File: config.mk
export PLATFORM = sky130hd
export DESIGN_NAME = depth_first_search_timestamps_flat
export DESIGN_NICKNAME = d
export VERILOG_FILES = /design/src/sv/dfst_pkg.sv /design/src/sv/dfst_if.sv /design/src/sv/depth_first_search_timestamps.sv /design/src/flat_wrapper.sv
export SDC_FILE = /design/constraint.sdc
export NUM_CORES = 1
export LEC_CHECK = 0
export ABC_CLOCK_PERIOD_IN_PS = 13200
export BUFFER_PORTS_ARGS = -buffer_cell sky130_fd_sc_hd__buf_4
export CAP_MARGIN = 10
export CORE_ASPECT_RATIO = 0.6
export CORE_MARGIN = 2
export CORE_UTILIZATION = 40
export CTS_CLUSTER_DIAMETER = 100
export CTS_CLUSTER_SIZE = 10
export DETAILED_ROUTE_END_ITERATION = 10
export PLACE_DENSITY = 0.64
export SLEW_MARGIN = 10
export SYNTH_ARGS = -nofsm -noshare
export SYNTH_HDL_FRONTEND = slang
export SYNTH_SLANG_ARGS = --single-unit
File: constraint.sdc
create_clock -name clk_i -period 13.2 [get_ports clk_i]
set_input_delay 2.64 -clock clk_i [delete_from_list [all_inputs] [get_ports clk_i]]
set_output_delay 2.64 -clock clk_i [all_outputs]
set_load 0.05 [all_outputs]
File: src/sv/dfst_pkg.sv
`default_nettype none

package dfst_pkg;

  localparam int unsigned VertexCount = 8;
  localparam int unsigned VertexW     = 3;
  localparam int unsigned TimeW       = 5;
  localparam int unsigned DepthW      = 4;

  localparam logic [0:0] FuncLoad = 1'b0;
  localparam logic [0:0] FuncRun  = 1'b1;

  localparam logic [VertexCount-1:0] AllVertices = {VertexCount{1'b1}};

  typedef struct packed {
    logic [0:0]         func;
    logic [VertexW-1:0] vertex_index;
    logic [7:0]         neighbor_mask;
  } req_t;

  typedef struct packed {
    logic [VertexW-1:0] vertex;
    logic [TimeW-1:0]   discover_time;
    logic [TimeW-1:0]   finish_time;
    logic               has_parent;
    logic [VertexW-1:0] parent_vertex;
    logic               last_of_run;
  } res_t;

endpackage

`default_nettype wire

File: src/sv/dfst_if.sv
`default_nettype none

interface dfst_req_if;
  logic          valid;
  logic          ready;
  dfst_pkg::req_t req;

  modport source (output valid, output req, input ready);
  modport sink   (input valid, input req, output ready);
endinterface

interface dfst_res_if;
  logic          valid;
  logic          ready;
  dfst_pkg::res_t res;

  modport source (output valid, output res, input ready);
  modport sink   (input valid, input res, output ready);
endinterface

`default_nettype wire

File: src/sv/depth_first_search_timestamps.sv
// Depth-first search with discovery and finish time stamps over an 8-vertex
// directed graph.
// req_i (valid/ready) carries two kinds of request. A load request (func = 0)
// writes one vertex's outgoing-edge row and gives no result.
// A run request (func = 1) clears the visited marks and the clock, then
// walks from each unvisited root in ascending order, neighbors ascending.
// res_o (valid/ready) gives one result per vertex in finish order: vertex,
// discovery and finish times, parent and a last flag on the final one.
// While a run is under way req_i.ready stays low. The run takes one
// sequencer step per root scan slot, per discovery and per finish, plus
// one to end the scan, each step sharing one row lookup of the vertex on
// top of the stack. A new run is accepted only after the last one ends;
// loads are accepted every cycle while the sequencer is idle.
// Results pass through a single output register; a stalled receiver holds
// the sequencer at the next finish until that register frees up.
// Reset clears the edge rows (no edges), the sequencer and the output valid.
`default_nettype none

module depth_first_search_timestamps (
  input  wire logic clk_i,
  input  wire logic rst_ni,
  dfst_req_if.sink  req_i,
  dfst_res_if.source res_o
);

  localparam logic [1:0] StIdle = 2'd0;
  localparam logic [1:0] StRoot = 2'd1;
  localparam logic [1:0] StStep = 2'd2;

  localparam int unsigned N  = dfst_pkg::VertexCount;
  localparam int unsigned VW = dfst_pkg::VertexW;
  localparam int unsigned TW = dfst_pkg::TimeW;
  localparam int unsigned DW = dfst_pkg::DepthW;

  logic [1:0]    state_q, state_d;
  logic [N-1:0]  visited_q, visited_d;
  logic [TW-1:0] clock_q, clock_d;
  logic [DW-1:0] depth_q, depth_d;
  logic [DW-1:0] root_q, root_d;
  logic [VW-1:0] fin_cnt_q, fin_cnt_d;
  logic          out_valid_q, out_valid_d;
  dfst_pkg::res_t out_q;

  logic [N-1:0]  adj_q [N];
  logic [VW-1:0] stack_q [N];
  logic [TW-1:0] disc_q [N];
  logic [VW:0]   parent_q [N];

  logic [VW-1:0] top;
  logic [N-1:0]  fresh;
  logic [VW-1:0] low_idx;
  logic          out_free;
  logic          load_en;
  logic          do_push;
  logic [VW-1:0] push_vtx;
  logic [VW:0]   push_par;
  logic          do_pop;

  assign top      = stack_q[depth_q[VW-1:0] - VW'(1)];
  assign fresh    = adj_q[top] & ~visited_q;
  assign out_free = !out_valid_q || res_o.ready;
  assign load_en  = (state_q == StIdle) && req_i.valid && (req_i.req.func == dfst_pkg::FuncLoad)
                    && ({1'b0, req_i.req.vertex_index} < (VW+1)'(N));

  always_comb begin
    low_idx = '0;
    for (int k = N - 1; k >= 0; k--) begin
      if (fresh[k]) begin
        low_idx = VW'(k);
      end
    end
  end

  always_comb begin
    state_d     = state_q;
    visited_d   = visited_q;
    clock_d     = clock_q;
    depth_d     = depth_q;
    root_d      = root_q;
    fin_cnt_d   = fin_cnt_q;
    out_valid_d = out_valid_q && !res_o.ready;
    do_push     = 1'b0;
    push_vtx    = '0;
    push_par    = '0;
    do_pop      = 1'b0;
    case (state_q)
      StIdle: begin
        if (req_i.valid && (req_i.req.func == dfst_pkg::FuncRun)) begin
          visited_d = '0;
          clock_d   = '0;
          depth_d   = '0;
          root_d    = '0;
          fin_cnt_d = '0;
          state_d   = StRoot;
        end
      end
      StRoot: begin
        if (root_q == DW'(N)) begin
          state_d = StIdle;
        end else if (visited_q[root_q[VW-1:0]]) begin
          root_d = root_q + DW'(1);
        end else begin
          do_push  = 1'b1;
          push_vtx = root_q[VW-1:0];
          state_d  = StStep;
        end
      end
      StStep: begin
        if (fresh != '0) begin
          do_push  = 1'b1;
          push_vtx = low_idx;
          push_par = {1'b1, top};
        end else if (out_free) begin
          do_pop      = 1'b1;
          depth_d     = depth_q - DW'(1);
          clock_d     = clock_q + TW'(1);
          fin_cnt_d   = fin_cnt_q + VW'(1);
          out_valid_d = 1'b1;
          if (depth_q == DW'(1)) begin
            state_d = StRoot;
          end
        end
      end
      default: begin
        state_d = StIdle;
      end
    endcase
    if (do_push) begin
      visited_d = visited_q | (N'(1) << push_vtx);
      clock_d   = clock_q + TW'(1);
      depth_d   = depth_q + DW'(1);
    end
  end

  always_ff @(posedge clk_i or negedge rst_ni) begin
    if (!rst_ni) begin
      state_q     <= StIdle;
      visited_q   <= '0;
      clock_q     <= '0;
      depth_q     <= '0;
      root_q      <= '0;
      fin_cnt_q   <= '0;
      out_valid_q <= 1'b0;
      for (int i = 0; i < N; i++) begin
        adj_q[i] <= '0;
      end
    end else begin
      state_q     <= state_d;
      visited_q   <= visited_d;
      clock_q     <= clock_d;
      depth_q     <= depth_d;
      root_q      <= root_d;
      fin_cnt_q   <= fin_cnt_d;
      out_valid_q <= out_valid_d;
      if (load_en) begin
        adj_q[req_i.req.vertex_index] <= req_i.req.neighbor_mask[N-1:0] & dfst_pkg::AllVertices;
      end
    end
  end

  // Stack, time stamps and parents are written before they are read in a run.
  always_ff @(posedge clk_i) begin
    if (do_push) begin
      stack_q[depth_q[VW-1:0]] <= push_vtx;
      disc_q[push_vtx]         <= clock_q + TW'(1);
      parent_q[push_vtx]       <= push_par;
    end
    if (do_pop) begin
      out_q.vertex        <= top;
      out_q.discover_time <= disc_q[top];
      out_q.finish_time   <= clock_q + TW'(1);
      out_q.has_parent    <= parent_q[top][VW];
      out_q.parent_vertex <= parent_q[top][VW-1:0];
      out_q.last_of_run   <= (fin_cnt_q == VW'(N - 1));
    end
  end

  assign req_i.ready = (state_q == StIdle);
  assign res_o.valid = out_valid_q;
  assign res_o.res   = out_q;

endmodule

`default_nettype wire
File: src/flat_wrapper.sv
// flat-port wrapper written by rule: the top's interface ports become plain ports
module depth_first_search_timestamps_flat 
  (clk_i, rst_ni, req_i_valid, req_i_req, req_i_ready, res_o_valid, res_o_res, res_o_ready);
  dfst_req_if req_i_i ();
  dfst_res_if res_o_i ();
  input  wire logic clk_i;
  input  wire logic rst_ni;
  input wire logic [$bits(req_i_i.valid)-1:0] req_i_valid;
  input wire logic [$bits(req_i_i.req)-1:0] req_i_req;
  output wire logic [$bits(req_i_i.ready)-1:0] req_i_ready;
  output wire logic [$bits(res_o_i.valid)-1:0] res_o_valid;
  output wire logic [$bits(res_o_i.res)-1:0] res_o_res;
  input wire logic [$bits(res_o_i.ready)-1:0] res_o_ready;
  assign req_i_i.valid = req_i_valid;
  assign req_i_i.req = req_i_req;
  assign req_i_ready = req_i_i.ready;
  assign res_o_valid = res_o_i.valid;
  assign res_o_res = res_o_i.res;
  assign res_o_i.ready = res_o_ready;
  depth_first_search_timestamps u_core (.clk_i(clk_i), .rst_ni(rst_ni), .req_i(req_i_i), .res_o(res_o_i));
endmodule
==> impl_metrics.prom <==
# TYPE chip_impl_metric gauge
chip_impl_metric{name="detailed_place.area",unit="µm²"} 9960
chip_impl_metric{name="drt_first_pass_iters",unit=""} 5
chip_impl_metric{name="num_antenna_cells",unit=""} 0
chip_impl_metric{name="worst_clock_skew",unit="ps"} 26.1
chip_impl_metric{name="post-route-min-period",unit="ps"} 6680
chip_impl_metric{name="slew_violations",unit=""} 0
chip_impl_metric{name="yosys_warn_count",unit=""} 0
chip_impl_metric{name="initial_util",unit=""} 0.406
chip_impl_info{name="slowest_cell_on_the_critical_path",value="sky130_fd_sc_hd__dfrtp_1"} 1
chip_impl_metric{name="post_synth.cell_area_avg",unit="µm²"} 12.9
chip_impl_metric{name="placement.io_buffers",unit=""} 35
chip_impl_metric{name="post_cts_resized",unit=""} 0
chip_impl_info{name="worst_path_most_repeated_cell",value="sky130_fd_sc_hd__inv_1"} 1
chip_impl_metric{name="avgViaCountPerCell",unit=""} 5.54
chip_impl_metric{name="floorplan.die_area",unit="µm²"} 24600
chip_impl_metric{name="cts_hold_repair.buffers",unit=""} 0
chip_impl_metric{name="share_of_cells_above_drive_strength_1",unit=""} 0.227
chip_impl_metric{name="hold-worst-slack",unit="ps"} 504
chip_impl_metric{name="count_of_endpoints_failing_setup_in_the_final_report",unit=""} 0
chip_impl_metric{name="tritoncts_num_sinks",unit=""} 205
chip_impl_metric{name="die_h",unit="µm"} 122
chip_impl_metric{name="finalCritPeriodShare",unit=""} 0.506
chip_impl_metric{name="synthArstFlopShare",unit=""} 0.444
chip_impl_metric{name="cts_buffers",unit=""} 24
chip_impl_metric{name="antenna_violating_nets_post_route",unit=""} 0
chip_impl_metric{name="global_route.usage.total",unit=""} 0.187
chip_impl_info{name="cts_tree",value="done"} 1
chip_impl_metric{name="num_vias",unit=""} 6052
chip_impl_metric{name="aggregate_negative_setup_slack",unit="ps"} 0
chip_impl_metric{name="total_setup_buffers_inserted_after_cts",unit=""} 0
chip_impl_metric{name="post-route-drc-count",unit=""} 0
chip_impl_metric{name="avgRoutedWirePerCell",unit="µm"} 20.4
chip_impl_metric{name="worst_path_largest_cell_delay",unit="ps"} 860
chip_impl_info{name="root_buffer",value="sky130_fd_sc_hd__clkbuf_16"} 1
chip_impl_metric{name="core",unit="µm²"} 23000
chip_impl_metric{name="nets",unit=""} 789
chip_impl_metric{name="ioPinCount",unit=""} 36
chip_impl_metric{name="netlist_instances",unit=""} 722
chip_impl_info{name="startpoint_kind_of_the_worst_setup_timing_path",value="flop"} 1
chip_impl_metric{name="worst-slew-pin-transition",unit="ps"} 1190
chip_impl_metric{name="globalRouteOverflowTotal",unit=""} 0
chip_impl_metric{name="grt_first_pass_wirelength",unit="mm"} 35.2
chip_impl_info{name="hold_path_class",value="reg -> reg"} 1
chip_impl_metric{name="finalHoldViolations",unit=""} 0
chip_impl_metric{name="syn_area",unit="µm²"} 9330
chip_impl_metric{name="routed_wirelength",unit="mm"} 22.3
chip_impl_metric{name="die_w",unit="µm"} 201
chip_impl_metric{name="max_cap_viols",unit=""} 0
chip_impl_metric{name="synth-seq-cells",unit=""} 205
chip_impl_metric{name="syn2layout_area_growth",unit="%"} 14.0
chip_impl_info{name="end_kind",value="flop"} 1
chip_impl_info{name="rsz0062_at_grt",value="false"} 1
chip_impl_metric{name="layout.core_utilization",unit=""} 0.463
chip_impl_metric{name="globalplace.congestion",unit=""} 0.858
chip_impl_metric{name="synth_enable_flop_cells",unit=""} 114
chip_impl_metric{name="ys_types",unit=""} 66
chip_impl_metric{name="grt_pass1_vias",unit=""} 5874
chip_impl_metric{name="clk_path_buf_depth",unit=""} 3
chip_impl_info{name="critical_path_class",value="reg -> reg"} 1
chip_impl_metric{name="clkTransAtPathRegs",unit="ps"} 60
chip_impl_metric{name="worstPathMaxFanout",unit=""} 60
chip_impl_metric{name="maximum_number_of_pins_on_one_net_before_global_route_repair",unit=""} 61
chip_impl_metric{name="htreeDepth",unit=""} 1
chip_impl_metric{name="cp.arrival",unit="ps"} 6810
chip_impl_metric{name="relSlewSlack",unit=""} 0.198
chip_impl_metric{name="portion_of_the_post_synthesis_area_used_by_sequential_elements",unit=""} 0.611
chip_impl_info{name="predominant_post_synthesis_flop_cell",value="sky130_fd_sc_hd__edfxtp_1"} 1
chip_impl_metric{name="worst_ep_required_time",unit="ps"} 13330
chip_impl_info{name="run_status",value="completed"} 1
chip_impl_metric{name="design_area",unit="µm²"} 10600
chip_impl_metric{name="clk_latency",unit="ps"} 530
chip_impl_metric{name="detail_route.iter0.violations",unit=""} 645
chip_impl_metric{name="grt_antenna_before_repair",unit=""} 0
chip_impl_metric{name="nets_in_the_synthesized_netlist",unit=""} 749
chip_impl_metric{name="std_cell_rows",unit=""} 43
chip_impl_metric{name="achievable-frequency",unit="MHz"} 150
chip_impl_metric{name="half_perimeter_wire_length_after_placement",unit="mm"} 15.0
chip_impl_info{name="cp_cell_sequence",value="inv_1 > ha_1 > mux4_2 > mux2i_4 > buf_4 > inv_2 > mux2i_1 > a32oi_1 > inv_1 > a211oi_1 > nor3_1 > a21oi_1 > nand3b_1 > nor2b_1"} 1
cell usage after synthesis, drive strengths merged (2+ instances only):
cell | number | area [µm²]
nand2 | 133 | 509
edfxtp | 114 | 3420
dfrtp | 91 | 2280
mux2 | 68 | 766
nand3 | 66 | 330
o21ai | 25 | 136
mux2i | 22 | 236
inv | 21 | 81.3
clkbuf | 16 | 60.1
nor2 | 16 | 60.1
mux4 | 15 | 342
a21o | 14 | 113
a21oi | 13 | 68.8
buf | 12 | 63.8
nor3 | 12 | 60.1
ha | 11 | 138
nor2b | 8 | 50.1
a22o | 6 | 52.6
nor3b | 6 | 56.3
a221oi | 5 | 43.8
a211oi | 4 | 35.0
a32oi | 4 | 42.6
nor4 | 4 | 31.3
a41oi | 3 | 33.8
and2 | 3 | 18.8
nand3b | 3 | 22.5
nand4 | 3 | 33.8
xor2 | 3 | 45.1
a31oi | 2 | 12.5
and3b | 2 | 17.5
nand2b | 2 | 12.5
xnor2 | 2 | 17.5
through the flow:
step | instances | worst slack, ps
global placement | 1051 | 6610
floorplan | 722 | 8470
detailed placement | 1051 | 6540
finish | 1092 | 6520
global route | 1092 | 6040
CTS | 1092 | 6530
placed cells by master (no fill, tap or decap), types with 3 or more instances in the layout:
cell type and count:
sky130_fd_sc_hd__a211oi_1 3, sky130_fd_sc_hd__a21o_1 13, sky130_fd_sc_hd__a21oi_1 12, sky130_fd_sc_hd__a221oi_1 5, sky130_fd_sc_hd__a22o_1 6, sky130_fd_sc_hd__a32oi_1 3
sky130_fd_sc_hd__and2_1 3, sky130_fd_sc_hd__buf_4 42, sky130_fd_sc_hd__clkbuf_1 15, sky130_fd_sc_hd__clkbuf_16 24, sky130_fd_sc_hd__dfrtp_1 91, sky130_fd_sc_hd__edfxtp_1 114
sky130_fd_sc_hd__ha_1 11, sky130_fd_sc_hd__inv_1 18, sky130_fd_sc_hd__mux2_2 68, sky130_fd_sc_hd__mux2i_1 19, sky130_fd_sc_hd__mux2i_4 3, sky130_fd_sc_hd__mux4_2 14
sky130_fd_sc_hd__nand2_1 131, sky130_fd_sc_hd__nand3_1 66, sky130_fd_sc_hd__nand3b_1 3, sky130_fd_sc_hd__nor2_1 16, sky130_fd_sc_hd__nor2b_1 8, sky130_fd_sc_hd__nor3_1 12
sky130_fd_sc_hd__nor3b_2 3, sky130_fd_sc_hd__o21ai_0 22
sequential cells by signal (all words and copies together), names as in the netlist:
register            cells
u_core.stack_q         24
u_core.depth_q          4
u_core.visited_q        8
u_core.fin_cnt_q        3
u_core.res_o.valid      1
u_core.state_q          2
u_core.parent_q        32
u_core.disc_q          40
u_core.root_q           4
u_core.adj_q           64
u_core.res_o.res       18
u_core.clock_q          5
cell families (layout without fill, tap and decap cells):
family                     Yosys count  count (layout)  share of synthesized area
and+or+nand+nor                    262             262                      0.134
DFF                                205             205                      0.611
muxes                              105             105                      0.144
AOI/OAI and AO/OA                   85              85                     0.0672
buffers and inverters               49             104                     0.0220
adders and majority gates           11              11                     0.0148
xor gates and xnor gates             5               5                    0.00671
layer usage:
metal,part of all wire,global-route usage
met3,0.064,0.0351
met4,0.016,0.0375
met1,0.52,0.305
met2,0.40,0.256
met5,0,0
path summary, 6_finish.rpt:
| kind | startpoint | endpoint | slack [ps] | cells after the start |
|---|---|---|---|---|
| setup reg to reg | u_core.depth_q[0] | u_core.parent_q[1][2] | 6520 | 14 |
| setup / recovery | u_core.depth_q[0] | u_core.parent_q[1][2] | 6520 | 14 |
| hold / removal | u_core.adj_q[15] | u_core.adj_q[15] | 500 | 1 |
| hold reg to reg | u_core.adj_q[15] | u_core.adj_q[15] | 500 | 1 |
| max in group asynchronous | rst_ni | u_core.adj_q[46] | 10000 | 2 |
| min in group asynchronous | rst_ni | u_core.adj_q[17] | 2120 | 1 |
worst max-delay path: cells and delay by family (launching register included):
| family | cells | cell delay, ps |
|---|---|---|
| adder cells (fa/ha/maj) | 1 | 650 |
| multiplexers | 3 | 800 |
| buffers and inverters | 4 | 1460 |
| AND/OR/NAND/NOR | 3 | 1080 |
| AO/OA/AOI/OAI | 3 | 1400 |
| flip-flops | 1 | 860 |
cell type report:
class | count | area, µm²
flip-flops and latches | 205 | 5700
clock inverters | 2 | 23.8
well taps | 315 | 394
inverters | 21 | 81.3
multi-input cells | 468 | 3460
fillers | 2085 | 12300
clock buffers | 39 | 657
repair buffers | 42 | 315
Power is not shown: default switching activity piles up to over one toggle a cycle in this logic, so the estimate is an artifact.
